==> config.mk <==
export PLATFORM = sky130hd
export DESIGN_NAME = swm_sort_cell
export DESIGN_NICKNAME = d
export VERILOG_FILES = /design/src/sv/swm_pkg.sv /design/src/sv/swm_sort_cell.sv
export SDC_FILE = /design/constraint.sdc
export NUM_CORES = 1
export LEC_CHECK = 0
export BUFFER_PORTS_ARGS = -buffer_cell sky130_fd_sc_hd__buf_2
export CAP_MARGIN = 10
export CORE_MARGIN = 2
export CORE_UTILIZATION = 45
export DETAILED_ROUTE_END_ITERATION = 12
export HOLD_SLACK_MARGIN = 0.02
export PLACE_DENSITY = 0.72
export SLEW_MARGIN = 25
export SYNTH_ARGS = -nofsm -noshare
export SYNTH_HDL_FRONTEND = slang
export SYNTH_SLANG_ARGS = --single-unit
==> constraint.sdc <==
create_clock -name clk -period 0.95 [get_ports clk]
set_input_delay 0.0475 -clock clk [delete_from_list [all_inputs] [get_ports clk]]
set_output_delay 0.0475 -clock clk [all_outputs]
set_load 0.01 [all_outputs]
==> src/sv/swm_pkg.sv <==
// swm_pkg: shared constants, types and register codes of the sliding window median filter
// depends on nothing; used by the interfaces, the line buffer, the sort cells and the top level
package swm_pkg;

    localparam int WINDOW_SIZE = 3;
    localparam int MAX_WIDTH   = 1024;
    localparam int MAX_HEIGHT  = 4096;

    localparam int RADIUS     = (WINDOW_SIZE - 1) / 2;
    localparam int CELLS_N    = WINDOW_SIZE * WINDOW_SIZE;
    localparam int SORT_CELLS = (CELLS_N + 1) / 2;
    localparam int MED_IDX    = (CELLS_N - 1) / 2;
    localparam int LINES      = WINDOW_SIZE - 1;

    localparam int PIX_W      = 8;
    localparam int COL_W      = 10;
    localparam int ROW_W      = 12;
    localparam int ADDR_W     = $clog2(MAX_WIDTH);
    localparam int WIDTH_W    = ADDR_W + 1;
    localparam int HEIGHT_W   = 13;
    localparam int CFG_WID_W  = 11;
    localparam int CFG_HGT_W  = 13;
    localparam int CFG_DATA_W = 13;

    localparam int RESET_WIDTH  = (640 > MAX_WIDTH) ? MAX_WIDTH : 640;
    localparam int RESET_HEIGHT = 480;

    typedef enum logic [0:0] {
        REG_WIDTH  = 1'b0,
        REG_HEIGHT = 1'b1
    } cfg_reg_t;

    typedef logic [PIX_W-1:0] pix_t;
    typedef pix_t [LINES-1:0] line_col_t;
    typedef pix_t [WINDOW_SIZE-1:0] win_col_t;
    typedef pix_t [CELLS_N-1:0] win_vec_t;

    // one window on its way through the sort chain
    typedef struct packed {
        logic             vld;
        logic             full;
        logic [ROW_W-1:0] row;
        logic [COL_W-1:0] col;
        win_vec_t         vals;
    } sort_item_t;

endpackage

==> src/sv/swm_sort_cell.sv <==
// swm_sort_cell: one cell of the odd-even transposition sort chain (even then odd layer)
// depends on swm_pkg
module swm_sort_cell
(
    input  logic                clk,
    input  logic                rst_n,
    input  logic                en,
    input  swm_pkg::sort_item_t din,
    output swm_pkg::sort_item_t dout
);

    swm_pkg::win_vec_t   even_vals;
    swm_pkg::win_vec_t   odd_vals;
    swm_pkg::sort_item_t item_reg;
    swm_pkg::sort_item_t item_next;
    logic                vld_reg;

    always_comb
    begin
        even_vals = din.vals;
        for (int i = 0; i < swm_pkg::CELLS_N / 2; i++)
        begin
            if (din.vals[2*i] > din.vals[2*i+1])
            begin
                even_vals[2*i]   = din.vals[2*i+1];
                even_vals[2*i+1] = din.vals[2*i];
            end
        end
        odd_vals = even_vals;
        for (int i = 0; i < (swm_pkg::CELLS_N - 1) / 2; i++)
        begin
            if (even_vals[2*i+1] > even_vals[2*i+2])
            begin
                odd_vals[2*i+1] = even_vals[2*i+2];
                odd_vals[2*i+2] = even_vals[2*i+1];
            end
        end
        item_next      = din;
        item_next.vals = odd_vals;
    end

    always_ff @(posedge clk or negedge rst_n)
    begin
        if (!rst_n)
        begin
            vld_reg <= 1'b0;
        end
        else if (en)
        begin
            vld_reg <= din.vld;
        end
    end

    always_ff @(posedge clk)
    begin
        if (en && din.vld)
        begin
            item_reg <= item_next;
        end
    end

    always_comb
    begin
        dout     = item_reg;
        dout.vld = vld_reg;
    end

endmodule
== Word-level counts from Yosys, hierarchy flattened ==
Cells that the tools add are included.

* Eq/ne operators: 0
* Shifts and indexed selects: 0
* Bitwise gates (word level): 0
* $lt $le $gt $ge: 8
* Div/mod/pow operators: 0
* Multiply operators: 0
* Add/sub/neg operators: 0
* Reductions and logical operators: 1
* Muxes and demuxes: 8

{| class="wikitable"
|+ Operators by type and width
! kind !! count
|-
| $mux 16 || 8
|-
| $gt 8x8->1 || 8
|-
| $logic_and 1x1->1 || 1
|}

* Bits in read-only memories: 0
* Register bits: 96
* Bits in latches: 0
* Input bits: 99
* Bits in writable memories: 0
* Memories kept: 0
* Output and inout bits: 96

== Longest topological paths before layout ==
Gate-level depths: netlist of run 1.

* Depth in word-level cells: 4
* Depth in mapped cells: 17

== Worst setup path after synthesis of run 1 ==
Ideal clock, no wire load.

* Kind: input to register
* Start point: in din[61] (netlist bit)
* End point: reg item_reg, in the netlist dout[63], data pin
* Library setup time: 0.260 ns
* Cell stages on the path: 14
* Arrival: 2.992 ns
* Setup slack: -2.302 ns
* Path through: inv_1 > ha_1 > a211oi_1 > nor2_1 > o31ai_4 > buf_6 > mux2_4 > ha_1 > nor2b_1 > o21a_1 > o21ai_0 > a21oi_2 > buf_4 > mux2_2

{| class="wikitable"
|+ RTL lines
! element !! line !! source
|-
| start, declared || swm_sort_cell.sv:8 || <nowiki>input swm_pkg::sort_item_t din,</nowiki>
|-
| end signal, assigned || swm_sort_cell.sv:58 || <nowiki>item_reg <= item_next;</nowiki>
|-
| end, declared || swm_sort_cell.sv:14 || <nowiki>swm_pkg::sort_item_t item_reg;</nowiki>
|}

==> impl_metrics.json, run 1 <==
{
  "status": "complete, but fails checks",
  "failed_checks": "negative setup slack",
  "row_count": 42,
  "gp_congestion": 0.886,
  "vdd_drop_max_mv": 0.986,
  "drc_errors": 0,
  "min_path_cells": 2,
  "drtIter0Drc": 243,
  "critPathMaxStageDelay_ns": 0.38,
  "async_reset_ff_frac": 0.0104,
  "clock-root-buffer": "clkbuf_16",
  "maxSlewViolCount": 0,
  "cp-start-kind": "primary input",
  "worstPathMaxFanout": 7,
  "routed_wirelength_microns": 20000,
  "clk_path_buf_depth": 2,
  "largest_reg_flops": 95,
  "reg2regPathDepth": 1,
  "synth.most_common_cell": "edfxtp_1",
  "utilization": 0.827,
  "setup_violations": 79,
  "grt.overflow.total": 0,
  "vias": 5442,
  "start_util": 0.456,
  "rrSetupSlack_ns": 0.20,
  "fin_crit_sh": 3.10,
  "cap_violations": 0,
  "rsz0062_at_grt": "yes",
  "critPathKind": "in2reg",
  "synthToLayoutAreaGrowth_pct": 81.4,
  "worstSetupEndpointType": "register",
  "synth_ff_type": "edfxtp_1",
  "grt_pass1_vias": 5613,
  "die_area_sq_um": 14200,
  "fin_crit_ns": 2.94,
  "power_density_nw_per_um2": 1570,
  "synthTopCellsByCount": "edfxtp_1 (95), mux2i_1 (70), ha_1 (64), inv_1 (64), mux2_2 (49)",
  "ys_ff_latch": 96,
  "hold_path.class": "in2reg",
  "syn_area_per_cell_sq_um": 13.0,
  "vias_per_cell": 5.19,
  "seq_area_frac_synth": 0.481,
  "critical_path.cell_chain": "buf_2 > inv_2 > ha_4 > and2_4 > o21ai_4 > a21boi_4 > o31ai_4 > buf_6 > mux2_2 > ha_4 > nand2_1 > o21ai_2 > mux2i_1 > a21oi_2 > buf_4 > clkbuf_16 > mux2_4",
  "synth_fp_nets": 625,
  "nNetsFinal": 1031,
  "synthCells": 462,
  "grt_pass1_wl_microns": 27500,
  "wire_per_inst_microns": 19.0,
  "tightest_slew_ns": 0.347,
  "fmax_ghz": 0.340,
  "hold_path_end": "dout[0]",
  "diodes": 0,
  "maxSlewHeadroom": 0.762,
  "cts_tree": "yes",
  "ant_nets": 0,
  "synthTopCellsByArea": "edfxtp_1 (48%), ha_1 (13%), mux2i_1 (12%)",
  "synth_top_area_share": 0.476,
  "cts-buffers-inserted": 9,
  "fp.dieW_microns": 119,
  "crit_top_cell": "ha_4",
  "finalHoldViolCount": 0,
  "dieHeight_microns": 119,
  "layout-drive-gt1-share": 0.700,
  "power_leakage_nw": 4.87,
  "place_ws_ns": -2.51,
  "synth_cell_types": 32,
  "pin_count": 195,
  "clk-insertion-delay-late_ns": 0.34,
  "syn_area_sq_um": 5990,
  "setup_tns_ns": -122.18,
  "timing.hold.ws_ns": 0.0446,
  "clkTransAtPathRegs_ns": 0.08,
  "n_fill_cell": 699,
  "power.total_w": 0.0170,
  "htreeDepth": 3,
  "drt-pass1-iter-count": 4,
  "synth_area_leader_cell": "edfxtp_1",
  "synth-edff-count": 95,
  "portBuffers": 194,
  "worstPathArrival_ns": 3.03,
  "post-dp-hpwl_microns": 12400,
  "core_area_sq_um": 13100,
  "regToRegEndpoint": "vld_reg",
  "r2r-start": "vld_reg",
  "yosysWarnings": 0,
  "cts.sinks": 96,
  "grt_use_total": 0.249,
  "worst_slack_ns": -1.99,
  "antenna_found_initial": 0,
  "finClkSkew_ns": 0,
  "cp.required_ns": 1.04,
  "critPathTopFamily": "multiplexers",
  "grt_max_degree": 30,
  "slowest_stage": "mux2_2",
  "critPathBufInv": 5,
  "holdCritStartpoint": "din[8]"
}
-- worst max-delay path by stage --
stage                     depth (start not counted)        to  startpoint  slack [ns]
after floorplan                                  15  dout[63]     din[57]       -2.23
after global placement                           15  dout[71]     din[57]       -2.39
after detailed placement                         15  dout[57]     din[57]       -2.51
after CTS                                        17  dout[65]     din[57]       -1.83
after global routing                             18  dout[70]     din[63]       -2.00
final                                            17  dout[70]     din[59]       -1.99
-- cell usage in the layout (no fill, tap or decap), drive strengths merged, types with 3 or more instances in the layout --
| master | instances |
|---|---|
| nor2 | 7 |
| inv | 64 |
| nor2b | 8 |
| ha | 64 |
| clkbuf | 13 |
| buf | 375 |
| mux2 | 55 |
| and2 | 3 |
| clkinv | 3 |
| a211oi | 7 |
| a21oi | 16 |
| mux2i | 70 |
| o21ai | 21 |
| nand4 | 14 |
| edfxtp | 95 |
| nand2b | 3 |
| nand2 | 11 |
| dlygate4sd3 | 28 |
-- power by group --
group / internal, W / switching (W) / leakage (nW) / total (W)
registers: 0.00533 / 0.000136 / 0.902 / 0.00547
clock network: 0.00221 / 0.00167 / 0.152 / 0.00388
logic: 0.00433 / 0.00336 / 3.81 / 0.00769
-- cell families after synthesis --
kind of cell / Yosys count / synth area share
AOI/OAI and AO/OA: 55 / 0.0619
adders and majority gates: 64 / 0.134
buffers and inverters: 74 / 0.0552
DFF: 96 / 0.481
muxes: 125 / 0.224
and+or+nand+nor: 48 / 0.0443
-- per-stage QoR --
step,cells,cell area (sq um)
final,1049,10900
after global routing,1049,10900
after CTS,1035,10100
after detailed placement,971,8790
after global placement,971,8790
after floorplan,462,6470
-- cell type report --
| class | count | area, sq um | area share |
|---|---|---|---|
| Timing Repair Buffer | 405 | 3140 | 0.289 |
| Clock inverter | 5 | 63.8 | 0.00587 |
| Tap cell | 176 | 220 | 0.0203 |
| Clock buffer | 11 | 253 | 0.0233 |
| Multi-Input combinational cell | 292 | 3990 | 0.368 |
| Sequential cell | 96 | 2880 | 0.265 |
| Inverter | 64 | 318 | 0.0293 |
-- routing by layer --
layer  vias up  part of all wire  track usage
li1       2523                 -            -
met1      2672              0.38        0.279
met2       190              0.54        0.455
met3        57             0.048       0.0666
met4         0             0.036       0.0875
met5         -                 0            0
-- what timing repair did --
action | CTS | global route
cloned | 1 | 1
resized for setup | 114 | 137
hold buffers | 27 | 1
hold endpoints to repair | 25 | 1
pin swaps | 38 | 27
endpoints found under the setup margin | 82 | 109
setup buffers | 20 | 15
Note: power is estimated with default switching activity, not from simulation.
==> run 2: changes to the inputs <==
- CELL_PAD_IN_SITES_DETAIL_PLACEMENT: unset -> 1
- CELL_PAD_IN_SITES_GLOBAL_PLACEMENT: unset -> 2
- CORE_UTILIZATION: 45 -> 33
- PLACE_DENSITY: 0.72 -> unset
- PLACE_DENSITY_LB_ADDON: unset -> 0.1
==> run 2 against run 1 <==
  * The flow still finishes with violations (negative setup slack)
  * Total power fell by 3.1%
  * Clock skew is the same
  * Routed wire length down 0.57%
  * Combinational power is 4.8% lower
  * Global-route usage fell by 4.7 points
  * Critical endpoint is now dout[54]
  * Highest routed layer is now met5
==> impl_metrics.json, run 2 (synthesized netlist as in run 1, its figures left out) <==
{
  "min_path_cells": 3,
  "dpl.cell_count": 1032,
  "dpl-instance-area_sq_um": 8880,
  "cts.sinks": 96,
  "drc_errors": 0,
  "layout-drive-gt1-share": 0.673,
  "ant_nets": 0,
  "finalHoldViolCount": 0,
  "cts_tree": "yes",
  "cp-start-kind": "primary input",
  "clk-insertion-delay-late_ns": 0.36,
  "final_area_sq_um": 10800,
  "vias": 5311,
  "antenna_found_initial": 1,
  "gp_congestion": 0.821,
  "layout_common_cells": "buf_4 (163), buf_2 (161), edfxtp_1 (95)",
  "worstSetupEndpointType": "register",
  "fp.dieW_microns": 139,
  "cap_violations": 0,
  "pin_count": 195,
  "diodes": 0,
  "critPathKind": "in2reg",
  "layoutNonFillerInstCount": 1117,
  "finClkSkew_ns": 0,
  "clock-root-buffer": "clkbuf_16",
  "grt_pass1_wl_microns": 30800,
  "core_area_sq_um": 17900,
  "worstPathArrival_ns": 2.88,
  "drtIter0Drc": 132,
  "maxSlewViolCount": 0,
  "cts-buffers-inserted": 9,
  "power_density_nw_per_um2": 1530,
  "maxSlewHeadroom": 0.757,
  "status": "complete, but fails checks",
  "vdd_drop_max_mv": 0.881,
  "hold_path.class": "in2reg",
  "fmax_ghz": 0.360,
  "routed_wirelength_microns": 19800,
  "tightest_slew_ns": 0.354,
  "drt-pass1-iter-count": 4,
  "final_common_cell": "buf_4",
  "power_leakage_nw": 4.87,
  "die_area_sq_um": 19200,
  "wire_per_inst_microns": 17.8,
  "synthToLayoutAreaGrowth_pct": 80.5,
  "n_fill_cell": 1830,
  "cp.required_ns": 1.06,
  "row_count": 49,
  "vias_per_cell": 4.75,
  "grt_use_total": 0.202,
  "multi_input_area_sq_um": 3810,
  "clk_path_buf_depth": 2,
  "nNetsFinal": 1046,
  "worst_slack_ns": -1.83,
  "utilization": 0.604,
  "setup_violations": 79,
  "fin_crit_sh": 2.93,
  "ff_latch_area_sq_um": 2880,
  "setup_tns_ns": -118.88,
  "largest_reg_flops": 95,
  "rrSetupSlack_ns": 0.06,
  "dieHeight_microns": 139,
  "clkTransAtPathRegs_ns": 0.08,
  "grt_pass1_vias": 5908,
  "fin_crit_ns": 2.78,
  "rsz0062_at_grt": "yes",
  "post-dp-hpwl_microns": 14000,
  "grt.overflow.total": 0,
  "reg2regPathDepth": 2,
  "start_util": 0.334,
  "grt_max_degree": 27,
  "htreeDepth": 3,
  "worstPathMaxFanout": 7,
  "portBuffers": 194,
  "failed_checks": "negative setup slack"
}
-- run 2: cell types whose count changed in the layout (fill, tap and decap cells not counted), sizes merged --
cell         change
clkbuf           -4
bufinv           -1
dlygate4sd3      +3
inv              +3
buf             +14
-- run 2: worst max-delay path: stages --
cell and delay, ns:
buf_8 0.11, inv_6 0.05, ha_4 0.19, nor2b_4 0.13, o21ai_4 0.19, a21boi_4 0.08, o31ai_4 0.30, buf_6 0.19
mux2i_4 0.26, inv_2 0.08, ha_4 0.22, nor2b_1 0.13, o21ai_1 0.16, nand2b_1 0.12, a211oi_4 0.25, nor2_4 0.10
buf_12 0.16, mux2i_1 0.12
-- run 2: layout make-up --
class,count,area share
flip-flops and latches,96,0.266
repair buffers,420,0.298
clock inverters,7,0.00671
clock buffers,9,0.0208
well taps,229,0.0265
inverters,64,0.0294
multi-input cells,292,0.352
-- run 2: where the power goes --
part / total, W / switching (W) / internal [W]
registers: 0.00544 / 0.000118 / 0.00533
clock network: 0.00374 / 0.00188 / 0.00186
logic: 0.00732 / 0.00315 / 0.00418
-- run 2: path summary, 6_finish.rpt --
kind	startpoint	endpoint
worst max-delay path	din[41]	dout[54]
worst min-delay path	din[9]	dout[1]
worst max register to register	vld_reg	vld_reg
worst min register to register	vld_reg	vld_reg
max in group asynchronous	rst_n	vld_reg
min in group asynchronous	rst_n	vld_reg
-- run 2: routing by layer --
metal  up-vias  global-route usage  routed length, microns
met1      2584               0.225                    7780
met3        30              0.0352                     798
li1       2570                   -                       -
met4         2              0.0627                     394
met5         -                   0                       7
met2       125               0.391                   10900
-- run 2: what timing repair did --
item                                   CTS  global route
pin swaps                               45            17
gates resized for setup                167            58
cloned                                   3             0
buffers inserted                        26            12
endpoints found under the hold margin   31             0
hold buffers                            31             0
setup endpoints to repair               88           128
-- run 2: through the flow --
stage	setup WS [ns]	total power [W]	hold WS [ns]
finish	-1.83	0.0165	0.0334
global route	-2.01	0.0174	0.0390
CTS	-1.79	0.0163	0.0222
detailed placement	-2.52	0.0112	-0.174
global placement	-2.45	0.0109	-0.178
floorplan	-2.23	0.00886	-0.248
